<file path="src/timer_and_interrupt_controller_defines.svh">
// Assertion macros shared by the timer and interrupt controller RTL.
// Depends on nothing; the asserting file must have clk and rst_n in scope.
`ifndef TIMER_AND_INTERRUPT_CONTROLLER_DEFINES_SVH
`define TIMER_AND_INTERRUPT_CONTROLLER_DEFINES_SVH

`ifndef SYNTHESIS

// Checked only while out of reset.
`define TAC_ASSERT(label, prop) \
    label: assert property (@(posedge clk) disable iff (!rst_n) prop) \
        else $error("tac assertion failed");

// Checked at every edge, reset included.
`define TAC_ASSERT_ALWAYS(label, prop) \
    label: assert property (@(posedge clk) prop) \
        else $error("tac assertion failed");

`else

`define TAC_ASSERT(label, prop)
`define TAC_ASSERT_ALWAYS(label, prop)

`endif

`endif

</file>
<file path="src/tac_pkg.sv">
// Package for the timer and interrupt controller: widths, codes, constants,
// the timer period table and the structs passed between modules. No dependencies.
package tac_pkg;

    localparam int DATA_W       = 8;
    localparam int PC_W         = 16;
    localparam int VEC_W        = 7;
    localparam int OP_W         = 3;
    localparam int SEL_W        = 3;
    localparam int CODE_W       = 3;
    localparam int CLK_W        = 8;
    localparam int DIV_CD_W     = 10;
    localparam int TIM_CD_W     = 12;
    localparam int SERVICE_BITS = 5;
    localparam int IRQ_IDX_W    = 3;

    localparam int TAC_ENABLE_BIT = 2;
    localparam int TIMER_IRQ_BIT  = 2;

    localparam logic signed [DIV_CD_W-1:0] DIV_RELOAD  = 10'sd255;
    localparam logic signed [TIM_CD_W-1:0] TIMER_RESET = 12'sd1024;
    localparam logic [VEC_W-1:0]           VECTOR_BASE = 7'h40;

    typedef enum logic [OP_W-1:0] {
        OP_TICK    = 3'd0,
        OP_WRITE   = 3'd1,
        OP_READ    = 3'd2,
        OP_SERVICE = 3'd3,
        OP_RAISE   = 3'd4
    } op_t;

    typedef enum logic [SEL_W-1:0] {
        REG_DIV  = 3'd0,
        REG_TIMA = 3'd1,
        REG_TMA  = 3'd2,
        REG_TAC  = 3'd3,
        REG_IF   = 3'd4,
        REG_IE   = 3'd5,
        REG_IME  = 3'd6
    } reg_sel_t;

    // Register writes aimed at the timer block.
    typedef struct packed {
        logic              clr_div;
        logic              wr_tima;
        logic              wr_tma;
        logic              wr_tac;
        logic [DATA_W-1:0] data;
    } timer_wr_t;

    typedef struct packed {
        logic [DATA_W-1:0] div;
        logic [DATA_W-1:0] tima;
        logic [DATA_W-1:0] tma;
        logic [DATA_W-1:0] tac;
    } timer_regs_t;

    // Control for the interrupt block for one request.
    typedef struct packed {
        logic              wr_if;
        logic              wr_ie;
        logic              wr_ime;
        logic              raise;
        logic              service;
        logic [CODE_W-1:0] code;
        logic [DATA_W-1:0] data;
    } irq_ctl_t;

    typedef struct packed {
        logic [DATA_W-1:0] if_flags;
        logic [DATA_W-1:0] ie_mask;
        logic              ime;
    } irq_regs_t;

    typedef struct packed {
        logic             take;
        logic [VEC_W-1:0] vector;
    } irq_svc_t;

    // Timer reload period selected by control bits 1:0.
    function automatic logic signed [TIM_CD_W-1:0] timer_period(input logic [1:0] rate);
        logic signed [TIM_CD_W-1:0] p;
        case (rate)
            2'd0:    p = 12'sd1024;
            2'd1:    p = 12'sd16;
            2'd2:    p = 12'sd64;
            default: p = 12'sd256;
        endcase
        return p;
    endfunction

endpackage

</file>
<file path="src/tac_if.sv">
// Channel interfaces of the timer and interrupt controller: command and response.
// Depends on tac_pkg for field widths.
interface tac_cmd_if;
    logic                         valid;
    logic                         ready;
    logic [tac_pkg::OP_W-1:0]     operation;
    logic [tac_pkg::SEL_W-1:0]    reg_select;
    logic [tac_pkg::DATA_W-1:0]   write_data;
    logic [tac_pkg::CLK_W-1:0]    clocks;
    logic [tac_pkg::CODE_W-1:0]   interrupt_code;
    logic [tac_pkg::PC_W-1:0]     current_pc;

    modport source (
        output valid, operation, reg_select, write_data, clocks, interrupt_code,
               current_pc,
        input  ready
    );
    modport sink (
        input  valid, operation, reg_select, write_data, clocks, interrupt_code,
               current_pc,
        output ready
    );
endinterface

interface tac_rsp_if;
    logic                         valid;
    logic                         ready;
    logic [tac_pkg::DATA_W-1:0]   read_data;
    logic                         take_interrupt;
    logic [tac_pkg::VEC_W-1:0]    vector_address;
    logic [tac_pkg::PC_W-1:0]     return_pc;
    logic                         timer_overflow;

    modport source (
        output valid, read_data, take_interrupt, vector_address, return_pc,
               timer_overflow,
        input  ready
    );
    modport sink (
        input  valid, read_data, take_interrupt, vector_address, return_pc,
               timer_overflow,
        output ready
    );
endinterface

</file>
<file path="src/tac_timer.sv">
// Divider and timer: countdowns, DIV, TIMA, TMA and TAC registers.
// Depends on tac_pkg.
module tac_timer (
    input  logic                       clk,
    input  logic                       rst_n,
    input  logic                       tick,
    input  logic [tac_pkg::CLK_W-1:0]  clocks,
    input  tac_pkg::timer_wr_t         wr,
    output tac_pkg::timer_regs_t       regs,
    output logic                       overflow
);
    import tac_pkg::*;

    logic [DATA_W-1:0]          div_reg, div_next;
    logic [DATA_W-1:0]          tima_reg, tima_next;
    logic [DATA_W-1:0]          tma_reg, tma_next;
    logic [DATA_W-1:0]          tac_reg, tac_next;
    logic signed [DIV_CD_W-1:0] div_cd_reg, div_cd_next;
    logic signed [TIM_CD_W-1:0] tim_cd_reg, tim_cd_next;
    logic signed [DIV_CD_W-1:0] div_cd_dec;
    logic signed [TIM_CD_W-1:0] tim_cd_dec;

    assign div_cd_dec = div_cd_reg - $signed({2'b00, clocks});
    assign tim_cd_dec = tim_cd_reg - $signed({4'b0000, clocks});

    // Tick update and register writes; only one of them happens per request.
    always_comb
    begin
        div_next    = div_reg;
        tima_next   = tima_reg;
        tma_next    = tma_reg;
        tac_next    = tac_reg;
        div_cd_next = div_cd_reg;
        tim_cd_next = tim_cd_reg;
        overflow    = 1'b0;

        if (tick)
        begin
            div_cd_next = div_cd_dec;
            if (div_cd_dec <= 0)
            begin
                div_cd_next = div_cd_dec + DIV_RELOAD;
                div_next    = div_reg + 8'd1;
            end
            if (tac_reg[TAC_ENABLE_BIT])
            begin
                tim_cd_next = tim_cd_dec;
                if (tim_cd_dec <= 0)
                begin
                    tim_cd_next = timer_period(tac_reg[1:0]);
                    if (tima_reg == 8'hFF)
                    begin
                        tima_next = tma_reg;
                        overflow  = 1'b1;
                    end
                    else
                    begin
                        tima_next = tima_reg + 8'd1;
                    end
                end
            end
        end

        if (wr.clr_div)
        begin
            div_next = '0;
        end
        if (wr.wr_tima)
        begin
            tima_next = wr.data;
        end
        if (wr.wr_tma)
        begin
            tma_next = wr.data;
        end
        if (wr.wr_tac)
        begin
            tac_next = wr.data;
        end
    end

    always_ff @(posedge clk or negedge rst_n)
    begin
        if (!rst_n)
        begin
            div_reg    <= '0;
            tima_reg   <= '0;
            tma_reg    <= '0;
            tac_reg    <= '0;
            div_cd_reg <= DIV_RELOAD;
            tim_cd_reg <= TIMER_RESET;
        end
        else
        begin
            div_reg    <= div_next;
            tima_reg   <= tima_next;
            tma_reg    <= tma_next;
            tac_reg    <= tac_next;
            div_cd_reg <= div_cd_next;
            tim_cd_reg <= tim_cd_next;
        end
    end

    assign regs.div  = div_reg;
    assign regs.tima = tima_reg;
    assign regs.tma  = tma_reg;
    assign regs.tac  = tac_reg;

endmodule

</file>
<file path="src/tac_irq.sv">
// Interrupt flags, enable mask, master enable and the service priority picker.
// Depends on tac_pkg.
module tac_irq (
    input  logic                 clk,
    input  logic                 rst_n,
    input  tac_pkg::irq_ctl_t    ctl,
    input  logic                 timer_ovf,
    output tac_pkg::irq_regs_t   regs,
    output tac_pkg::irq_svc_t    svc
);
    import tac_pkg::*;

    logic [DATA_W-1:0]       if_reg, if_next;
    logic [DATA_W-1:0]       ie_reg, ie_next;
    logic                    ime_reg, ime_next;
    logic [SERVICE_BITS-1:0] pend;
    logic                    found;
    logic [IRQ_IDX_W-1:0]    idx;

    // Lowest pending and enabled flag among the serviceable ones.
    always_comb
    begin
        pend  = if_reg[SERVICE_BITS-1:0] & ie_reg[SERVICE_BITS-1:0];
        found = 1'b0;
        idx   = '0;
        for (int i = 0; i < SERVICE_BITS; i++)
        begin
            if (!found && pend[i])
            begin
                found = 1'b1;
                idx   = IRQ_IDX_W'(i);
            end
        end
    end

    assign svc.take   = ctl.service && ime_reg && found;
    assign svc.vector = svc.take ? (VECTOR_BASE + VEC_W'({idx, 3'b000})) : '0;

    // Flag and enable updates.
    always_comb
    begin
        if_next  = if_reg;
        ie_next  = ie_reg;
        ime_next = ime_reg;

        if (timer_ovf)
        begin
            if_next[TIMER_IRQ_BIT] = 1'b1;
        end
        if (ctl.wr_if)
        begin
            if_next = ctl.data;
        end
        if (ctl.wr_ie)
        begin
            ie_next = ctl.data;
        end
        if (ctl.wr_ime)
        begin
            ime_next = ctl.data[0];
        end
        if (ctl.raise)
        begin
            if_next = if_reg | (8'd1 << ctl.code);
        end
        if (svc.take)
        begin
            if_next  = if_reg & ~(8'd1 << idx);
            ime_next = 1'b0;
        end
    end

    always_ff @(posedge clk or negedge rst_n)
    begin
        if (!rst_n)
        begin
            if_reg  <= '0;
            ie_reg  <= '0;
            ime_reg <= 1'b0;
        end
        else
        begin
            if_reg  <= if_next;
            ie_reg  <= ie_next;
            ime_reg <= ime_next;
        end
    end

    assign regs.if_flags = if_reg;
    assign regs.ie_mask  = ie_reg;
    assign regs.ime      = ime_reg;

endmodule

</file>
<file path="src/timer_and_interrupt_controller.sv">
// Top level of the timer and interrupt controller: input register, decode,
// result register. Depends on tac_pkg, tac_if, tac_timer, tac_irq and the defines header.
//
//   Channel  Role   Carries
//   cmd      sink   operation, reg_select, write_data, clocks, interrupt_code, current_pc
//   rsp      source read_data, take_interrupt, vector_address, return_pc, timer_overflow
//
// A request is captured in the input register, executed against the timer and
// interrupt state once the result register is free, and its response is loaded into the result register.
// One request per cycle is sustained unless the response stalls; the state update of each
// request is one pass of subtract-and-compare logic, so the next request sees it at once.
// Reset clears all state and both valid flags. A stalled response holds the result
// register; the input register still accepts one more request behind it.
`include "timer_and_interrupt_controller_defines.svh"

module timer_and_interrupt_controller (
    input  logic      clk,
    input  logic      rst_n,
    tac_cmd_if.sink   cmd,
    tac_rsp_if.source rsp
);
    import tac_pkg::*;

    // Input register.
    logic              in_valid_reg, in_valid_next;
    op_t               op_reg;
    reg_sel_t          sel_reg;
    logic [DATA_W-1:0] wdata_reg;
    logic [CLK_W-1:0]  clocks_reg;
    logic [CODE_W-1:0] code_reg;
    logic [PC_W-1:0]   pc_reg;

    // Result register.
    logic              res_valid_reg, res_valid_next;
    logic [DATA_W-1:0] rdata_reg;
    logic              take_reg;
    logic [VEC_W-1:0]  vec_reg;
    logic [PC_W-1:0]   rpc_reg;
    logic              ovf_reg;

    logic              accept;
    logic              advance;
    logic              tick;
    timer_wr_t         timer_wr;
    timer_regs_t       timer_regs;
    logic              timer_ovf;
    irq_ctl_t          irq_ctl;
    irq_regs_t         irq_regs;
    irq_svc_t          irq_svc;
    logic [DATA_W-1:0] rdata;

    // Handshake: the held request executes whenever the result register is free.
    assign advance   = in_valid_reg && (!res_valid_reg || rsp.ready);
    assign cmd.ready = !in_valid_reg || advance;
    assign accept    = cmd.valid && cmd.ready;

    assign in_valid_next  = accept ? 1'b1 : (advance ? 1'b0 : in_valid_reg);
    assign res_valid_next = advance ? 1'b1 : (rsp.ready ? 1'b0 : res_valid_reg);

    always_ff @(posedge clk or negedge rst_n)
    begin
        if (!rst_n)
        begin
            in_valid_reg  <= 1'b0;
            res_valid_reg <= 1'b0;
        end
        else
        begin
            in_valid_reg  <= in_valid_next;
            res_valid_reg <= res_valid_next;
        end
    end

    // Capture the incoming request.
    always_ff @(posedge clk)
    begin
        if (accept)
        begin
            op_reg     <= op_t'(cmd.operation);
            sel_reg    <= reg_sel_t'(cmd.reg_select);
            wdata_reg  <= cmd.write_data;
            clocks_reg <= cmd.clocks;
            code_reg   <= cmd.interrupt_code;
            pc_reg     <= cmd.current_pc;
        end
    end

    // Decode the held request into unit controls.
    always_comb
    begin
        tick             = advance && (op_reg == OP_TICK);
        timer_wr         = '0;
        timer_wr.data    = wdata_reg;
        irq_ctl          = '0;
        irq_ctl.data     = wdata_reg;
        irq_ctl.code     = code_reg;
        irq_ctl.raise    = advance && (op_reg == OP_RAISE);
        irq_ctl.service  = advance && (op_reg == OP_SERVICE);
        if (advance && (op_reg == OP_WRITE))
        begin
            unique case (sel_reg)
                REG_DIV:  timer_wr.clr_div = 1'b1;
                REG_TIMA: timer_wr.wr_tima = 1'b1;
                REG_TMA:  timer_wr.wr_tma  = 1'b1;
                REG_TAC:  timer_wr.wr_tac  = 1'b1;
                REG_IF:   irq_ctl.wr_if    = 1'b1;
                REG_IE:   irq_ctl.wr_ie    = 1'b1;
                REG_IME:  irq_ctl.wr_ime   = 1'b1;
                default:  ;
            endcase
        end
    end

    tac_timer u_timer (
        .clk      (clk),
        .rst_n    (rst_n),
        .tick     (tick),
        .clocks   (clocks_reg),
        .wr       (timer_wr),
        .regs     (timer_regs),
        .overflow (timer_ovf)
    );

    tac_irq u_irq (
        .clk       (clk),
        .rst_n     (rst_n),
        .ctl       (irq_ctl),
        .timer_ovf (timer_ovf),
        .regs      (irq_regs),
        .svc       (irq_svc)
    );

    // Register read selection.
    always_comb
    begin
        rdata = '0;
        if (op_reg == OP_READ)
        begin
            unique case (sel_reg)
                REG_DIV:  rdata = timer_regs.div;
                REG_TIMA: rdata = timer_regs.tima;
                REG_TMA:  rdata = timer_regs.tma;
                REG_TAC:  rdata = timer_regs.tac;
                REG_IF:   rdata = irq_regs.if_flags;
                REG_IE:   rdata = irq_regs.ie_mask;
                REG_IME:  rdata = {{(DATA_W-1){1'b0}}, irq_regs.ime};
                default:  rdata = '0;
            endcase
        end
    end

    // Load the result register.
    always_ff @(posedge clk)
    begin
        if (advance)
        begin
            rdata_reg <= rdata;
            take_reg  <= irq_svc.take;
            vec_reg   <= irq_svc.vector;
            rpc_reg   <= irq_svc.take ? pc_reg : '0;
            ovf_reg   <= timer_ovf;
        end
    end

    assign rsp.valid          = res_valid_reg;
    assign rsp.read_data      = rdata_reg;
    assign rsp.take_interrupt = take_reg;
    assign rsp.vector_address = vec_reg;
    assign rsp.return_pc      = rpc_reg;
    assign rsp.timer_overflow = ovf_reg;

    // Servicing an interrupt turns the master enable off.
    `TAC_ASSERT(a_service_clears_ime, advance && irq_svc.take |=> !irq_regs.ime)
    // A timer wrap leaves the timer interrupt flag set.
    `TAC_ASSERT(a_ovf_sets_flag, advance && timer_ovf |=> irq_regs.if_flags[TIMER_IRQ_BIT])
    // A held request that cannot execute stays held.
    `TAC_ASSERT(a_hold_request, in_valid_reg && !advance |=> in_valid_reg)
    // No response is offered while in reset.
    `TAC_ASSERT_ALWAYS(a_reset_quiet, !rst_n |-> !rsp.valid)

endmodule

</file>
<file path="src/flat_wrapper.sv">
// flat-port wrapper written by rule: the top's interface ports become plain ports
module timer_and_interrupt_controller_flat import tac_pkg::*;
  (clk, rst_n, cmd_valid, cmd_operation, cmd_reg_select, cmd_write_data, cmd_clocks, cmd_interrupt_code, cmd_current_pc, cmd_ready, rsp_valid, rsp_read_data, rsp_take_interrupt, rsp_vector_address, rsp_return_pc, rsp_timer_overflow, rsp_ready);
  tac_cmd_if cmd_i ();
  tac_rsp_if rsp_i ();
  input  logic clk;
  input  logic rst_n;
  input wire logic [$bits(cmd_i.valid)-1:0] cmd_valid;
  input wire logic [$bits(cmd_i.operation)-1:0] cmd_operation;
  input wire logic [$bits(cmd_i.reg_select)-1:0] cmd_reg_select;
  input wire logic [$bits(cmd_i.write_data)-1:0] cmd_write_data;
  input wire logic [$bits(cmd_i.clocks)-1:0] cmd_clocks;
  input wire logic [$bits(cmd_i.interrupt_code)-1:0] cmd_interrupt_code;
  input wire logic [$bits(cmd_i.current_pc)-1:0] cmd_current_pc;
  output wire logic [$bits(cmd_i.ready)-1:0] cmd_ready;
  output wire logic [$bits(rsp_i.valid)-1:0] rsp_valid;
  output wire logic [$bits(rsp_i.read_data)-1:0] rsp_read_data;
  output wire logic [$bits(rsp_i.take_interrupt)-1:0] rsp_take_interrupt;
  output wire logic [$bits(rsp_i.vector_address)-1:0] rsp_vector_address;
  output wire logic [$bits(rsp_i.return_pc)-1:0] rsp_return_pc;
  output wire logic [$bits(rsp_i.timer_overflow)-1:0] rsp_timer_overflow;
  input wire logic [$bits(rsp_i.ready)-1:0] rsp_ready;
  assign cmd_i.valid = cmd_valid;
  assign cmd_i.operation = cmd_operation;
  assign cmd_i.reg_select = cmd_reg_select;
  assign cmd_i.write_data = cmd_write_data;
  assign cmd_i.clocks = cmd_clocks;
  assign cmd_i.interrupt_code = cmd_interrupt_code;
  assign cmd_i.current_pc = cmd_current_pc;
  assign cmd_ready = cmd_i.ready;
  assign rsp_valid = rsp_i.valid;
  assign rsp_read_data = rsp_i.read_data;
  assign rsp_take_interrupt = rsp_i.take_interrupt;
  assign rsp_vector_address = rsp_i.vector_address;
  assign rsp_return_pc = rsp_i.return_pc;
  assign rsp_timer_overflow = rsp_i.timer_overflow;
  assign rsp_i.ready = rsp_ready;
  timer_and_interrupt_controller u_core (.clk(clk), .rst_n(rst_n), .cmd(cmd_i), .rsp(rsp_i));
endmodule
</file>
<file path="config.mk">
export PLATFORM = sky130hd
export DESIGN_NAME = timer_and_interrupt_controller_flat
export DESIGN_NICKNAME = d
export VERILOG_FILES = /design/src/tac_pkg.sv /design/src/tac_if.sv /design/src/tac_timer.sv /design/src/tac_irq.sv /design/src/timer_and_interrupt_controller.sv /design/src/flat_wrapper.sv
export VERILOG_INCLUDE_DIRS = /design/src /design/src/src
export SDC_FILE = /design/constraint.sdc
export NUM_CORES = 1
export LEC_CHECK = 0
export ABC_CLOCK_PERIOD_IN_PS = 9200
export BUFFER_PORTS_ARGS = -buffer_cell sky130_fd_sc_hd__clkbuf_2
export CORE_AREA = 2 2 119 121
export DETAILED_ROUTE_END_ITERATION = 10
export DIE_AREA = 0 0 121 123
export PLACE_DENSITY = 0.75
export SLEW_MARGIN = 20
export SYNTH_ARGS = -nofsm -noshare
export SYNTH_HDL_FRONTEND = slang
export SYNTH_SLANG_ARGS = --single-unit
export TNS_END_PERCENT = 5
</file>
<file path="constraint.sdc">
create_clock -name clk -period 9.2 [get_ports clk]
set_clock_uncertainty 0.1 [all_clocks]
set_input_delay 0.92 -clock clk [delete_from_list [all_inputs] [get_ports clk]]
set_output_delay 0.92 -clock clk [all_outputs]
set_load 0.005 [all_outputs]
</file>
==> impl_metrics.env <==
export IMPL_fin_area_um2=8610
export IMPL_clk_latency_ns=0.43
export IMPL_drcViolationCount=0
export IMPL_wl_um=17200
export IMPL_cts_inserted_buffers=17
export IMPL_place_area_um2=7960
export IMPL_status="finished clean"
export IMPL_slowest_stage="or4_4"
export IMPL_finalHoldViolCount=0
export IMPL_hold_path_cell_count=2
export IMPL_seq_area_frac_synth=0.537
export IMPL_startpoint_type="register"
export IMPL_initial_utilization=0.544
export IMPL_critPathMaxStageDelay_ns=0.50
export IMPL_worst_r2r_path_depth=12
export IMPL_synth_edf_count=71
export IMPL_antenna_found_initial=0
export IMPL_yosys_warnings=0
export IMPL_avgSynthCellArea_um2=11.2
export IMPL_slew_limit_headroom=0.277
export IMPL_io_buffers=76
export IMPL_die_h_um=123
export IMPL_critPathMaxFanout=8
export IMPL_powerDensity_nw_per_um2=254
export IMPL_critPathTopFamily="compound AO/OA/AOI/OAI gates"
export IMPL_grt_pass1_vias=5567
export IMPL_row_count=43
export IMPL_cp_depth=12
export IMPL_r2r_setup_slack_ns=5.61
export IMPL_final_setup_worst_slack_ns=5.61
export IMPL_arrival_ns=3.77
export IMPL_cts_root_buf="clkbuf_16"
export IMPL_wire_per_inst_um=18.5
export IMPL_ir_drop_v=0.000178
export IMPL_ys_ff_latch=144
export IMPL_power_mw=2.19
export IMPL_place_inst=901
export IMPL_htreeDepth=4
export IMPL_drtAntennaViolNets=0
export IMPL_die_w_um=121
export IMPL_overflow=0
export IMPL_final_util=0.633
export IMPL_vias=5588
export IMPL_synthFlopType="edfxtp_1"
export IMPL_period_needed_ns=3.59
export IMPL_hold_class="register to register"
export IMPL_hold_buffers=0
export IMPL_post_cts_buffers=0
export IMPL_path_class="register to register"
export IMPL_core_area_um2=13600
export IMPL_drtIter0Drc=628
export IMPL_period_share=0.391
export IMPL_cap_violations=0
export IMPL_worst_pin_slew_ns=1.08
export IMPL_slew_viol_final=0
export IMPL_grt_start_max_net_pins=74
export IMPL_area_growth_synth_to_final_pct=16.4
export IMPL_grt_pass1_wl_um=28200
export IMPL_clockBufferDepth=2
export IMPL_clock_sinks=144
export IMPL_gr_usage_all_layers=0.246
export IMPL_cts_resized=0
export IMPL_cp_data_required_time_ns=9.38
export IMPL_hold_slack_ns=0.378
export IMPL_dr_pass1_iters=5
export IMPL_drt_vias_per_instance=5.99
export IMPL_num_antenna_cells=0
export IMPL_hpwl_um=11900
export IMPL_clk_pin_slew_ns=0.06
export IMPL_final_cells=933
export IMPL_io_pins=80
export IMPL_routabilityCongestion=0.946
export IMPL_nets=806
export IMPL_netlist_area_um2=7400
export IMPL_synth_async_reset_ratio=0.507
export IMPL_setup_viol=0
export IMPL_rsz0062_at_grt="no"
export IMPL_clock_fmax_mhz=278
export IMPL_synth_cell_type_count=67
export IMPL_critPathCaptureType="register"
export IMPL_synthCells=661
export IMPL_die_area_um2=14900
export IMPL_path_buf_inv=2
export IMPL_drive_gt1_frac=0.224
export IMPL_path_cells="inv_1, ha_1, inv_1, fa_1, a21o_1, and4_4, or4_4, a2111oi_4, o211ai_4, a2111oi_4, a21bo_2, a21oi_1"
export IMPL_tns_ns=0
export IMPL_p_leak_nw=3.64
export IMPL_cts_tree="done"
export IMPL_dp_slack_ns=5.43
==> worst min-delay path, stage by stage (launching register included) <==
cell and delay, ns:
dfstp_2 0.36, nand2_1 0.04, o21ai_0 0.06
==> synth_stat cells (3+ instances only) <==
cell type	number	area [um2]
a22oi_1	7	52.6
nor2_1	56	210
a21oi_1	39	195
and2_1	23	144
a31o_2	3	26.3
a221oi_1	4	35.0
a22o_1	5	43.8
dfstp_2	9	236
o22a_1	7	61.3
nand3_1	9	45.0
o21ai_0	24	120
xnor2_1	11	96.3
clkbuf_1	20	75.1
a21o_1	7	52.6
nor3b_1	4	30.0
xor2_1	7	61.3
o31ai_1	6	45.0
dfrtp_1	64	1600
ha_1	19	238
o21a_1	3	22.5
mux2_2	30	338
edfxtp_1	71	2130
a31oi_1	9	56.3
nor2b_1	13	81.3
or3_1	6	37.5
buf_4	3	22.5
nor4_1	5	31.3
nand2_1	54	203
nand2b_1	15	93.8
nor3_1	13	65.1
a21boi_0	3	22.5
a41o_1	3	30.0
nand3b_1	7	52.6
mux2i_1	17	170
nand4_1	6	37.5
inv_1	22	82.6
a211oi_1	9	67.6
and3_1	6	37.5
==> power by group <==
| group | internal, mW | total (mW) | switching, mW |
|---|---|---|---|
| registers | 0.781 | 0.861 | 0.0799 |
| logic | 0.245 | 0.573 | 0.328 |
| clock network | 0.494 | 0.754 | 0.259 |
| total | 1.52 | 2.19 | 0.667 |
==> final cells by class <==
cell class	instances	area, um2
flip-flops and latches	144	3970
clock buffers	22	464
repair buffers	83	433
clock inverters	10	184
well taps	180	225
inverters	22	82.6
fillers	1063	5000
multi-input cells	472	3250
==> metal layers <==
metal | GRT usage | share of wire | wire [um] | up-vias
li1 | - | - | - | 2608
met1 | 0.314 | 0.42 | 7240 | 2697
met2 | 0.395 | 0.49 | 8370 | 236
met3 | 0.0650 | 0.062 | 1070 | 47
met4 | 0.115 | 0.032 | 548 | 0
met5 | 0 | 0 | 0 | -
==> cell families (layout without fill, tap and decap cells) <==
logic type               count (synthesis)  after routing  synth area share
AND/OR/NAND/NOR                        224            224             0.153
AO/OA/AOI/OAI                          158            158             0.154
flip-flops                             144            144             0.537
multiplexers                            48             48            0.0717
buffers and inverters                   47            137            0.0257
adder cells (fa/ha/maj)                 21             21            0.0375
XOR/XNOR                                18             18            0.0213
other                                    1              3          0.000507
==> cells in the final DEF (no fill, tap or decap), drive strengths merged, types with 6 or more instances in the layout <==
master | netlist | routed
xor2 | 7 | 7
a21oi | 39 | 39
and3 | 6 | 6
buf | 5 | 8
nand2b | 15 | 15
or3 | 6 | 6
mux2i | 17 | 17
o22a | 7 | 7
and2 | 23 | 23
xnor2 | 11 | 11
nor2 | 56 | 56
ha | 19 | 19
nor3 | 13 | 13
nand2 | 54 | 54
a21o | 7 | 7
dfstp | 9 | 9
nand4 | 6 | 6
inv | 22 | 22
dfrtp | 64 | 64
o31ai | 6 | 6
clkbuf | 20 | 97
edfxtp | 71 | 71
mux2 | 30 | 30
nor2b | 13 | 13
o21ai | 24 | 24
nand3b | 7 | 7
a22oi | 7 | 7
nand3 | 9 | 9
a211oi | 10 | 10
a31oi | 9 | 9
==> worst paths after layout <==
path / start / end
max in group asynchronous: rst_n / u_core.u_irq.if_reg[6]$_DFFE_PN0P_
worst min-delay path: u_core.u_timer.div_cd_reg[3]$_DFFE_PN1P_ / u_core.u_timer.div_cd_reg[3]$_DFFE_PN1P_
worst min register to register: u_core.u_timer.div_cd_reg[3]$_DFFE_PN1P_ / u_core.u_timer.div_cd_reg[3]$_DFFE_PN1P_
min in group asynchronous: rst_n / u_core.u_timer.tim_cd_reg[1]$_DFFE_PN0P_
worst max-delay path: u_core.u_timer.div_cd_reg[0]$_DFFE_PN1P_ / u_core.u_timer.div_reg[6]$_DFFE_PN0P_
worst max register to register: u_core.u_timer.div_cd_reg[0]$_DFFE_PN1P_ / u_core.u_timer.div_reg[6]$_DFFE_PN0P_
Note: power is estimated with default switching activity, not from simulation.
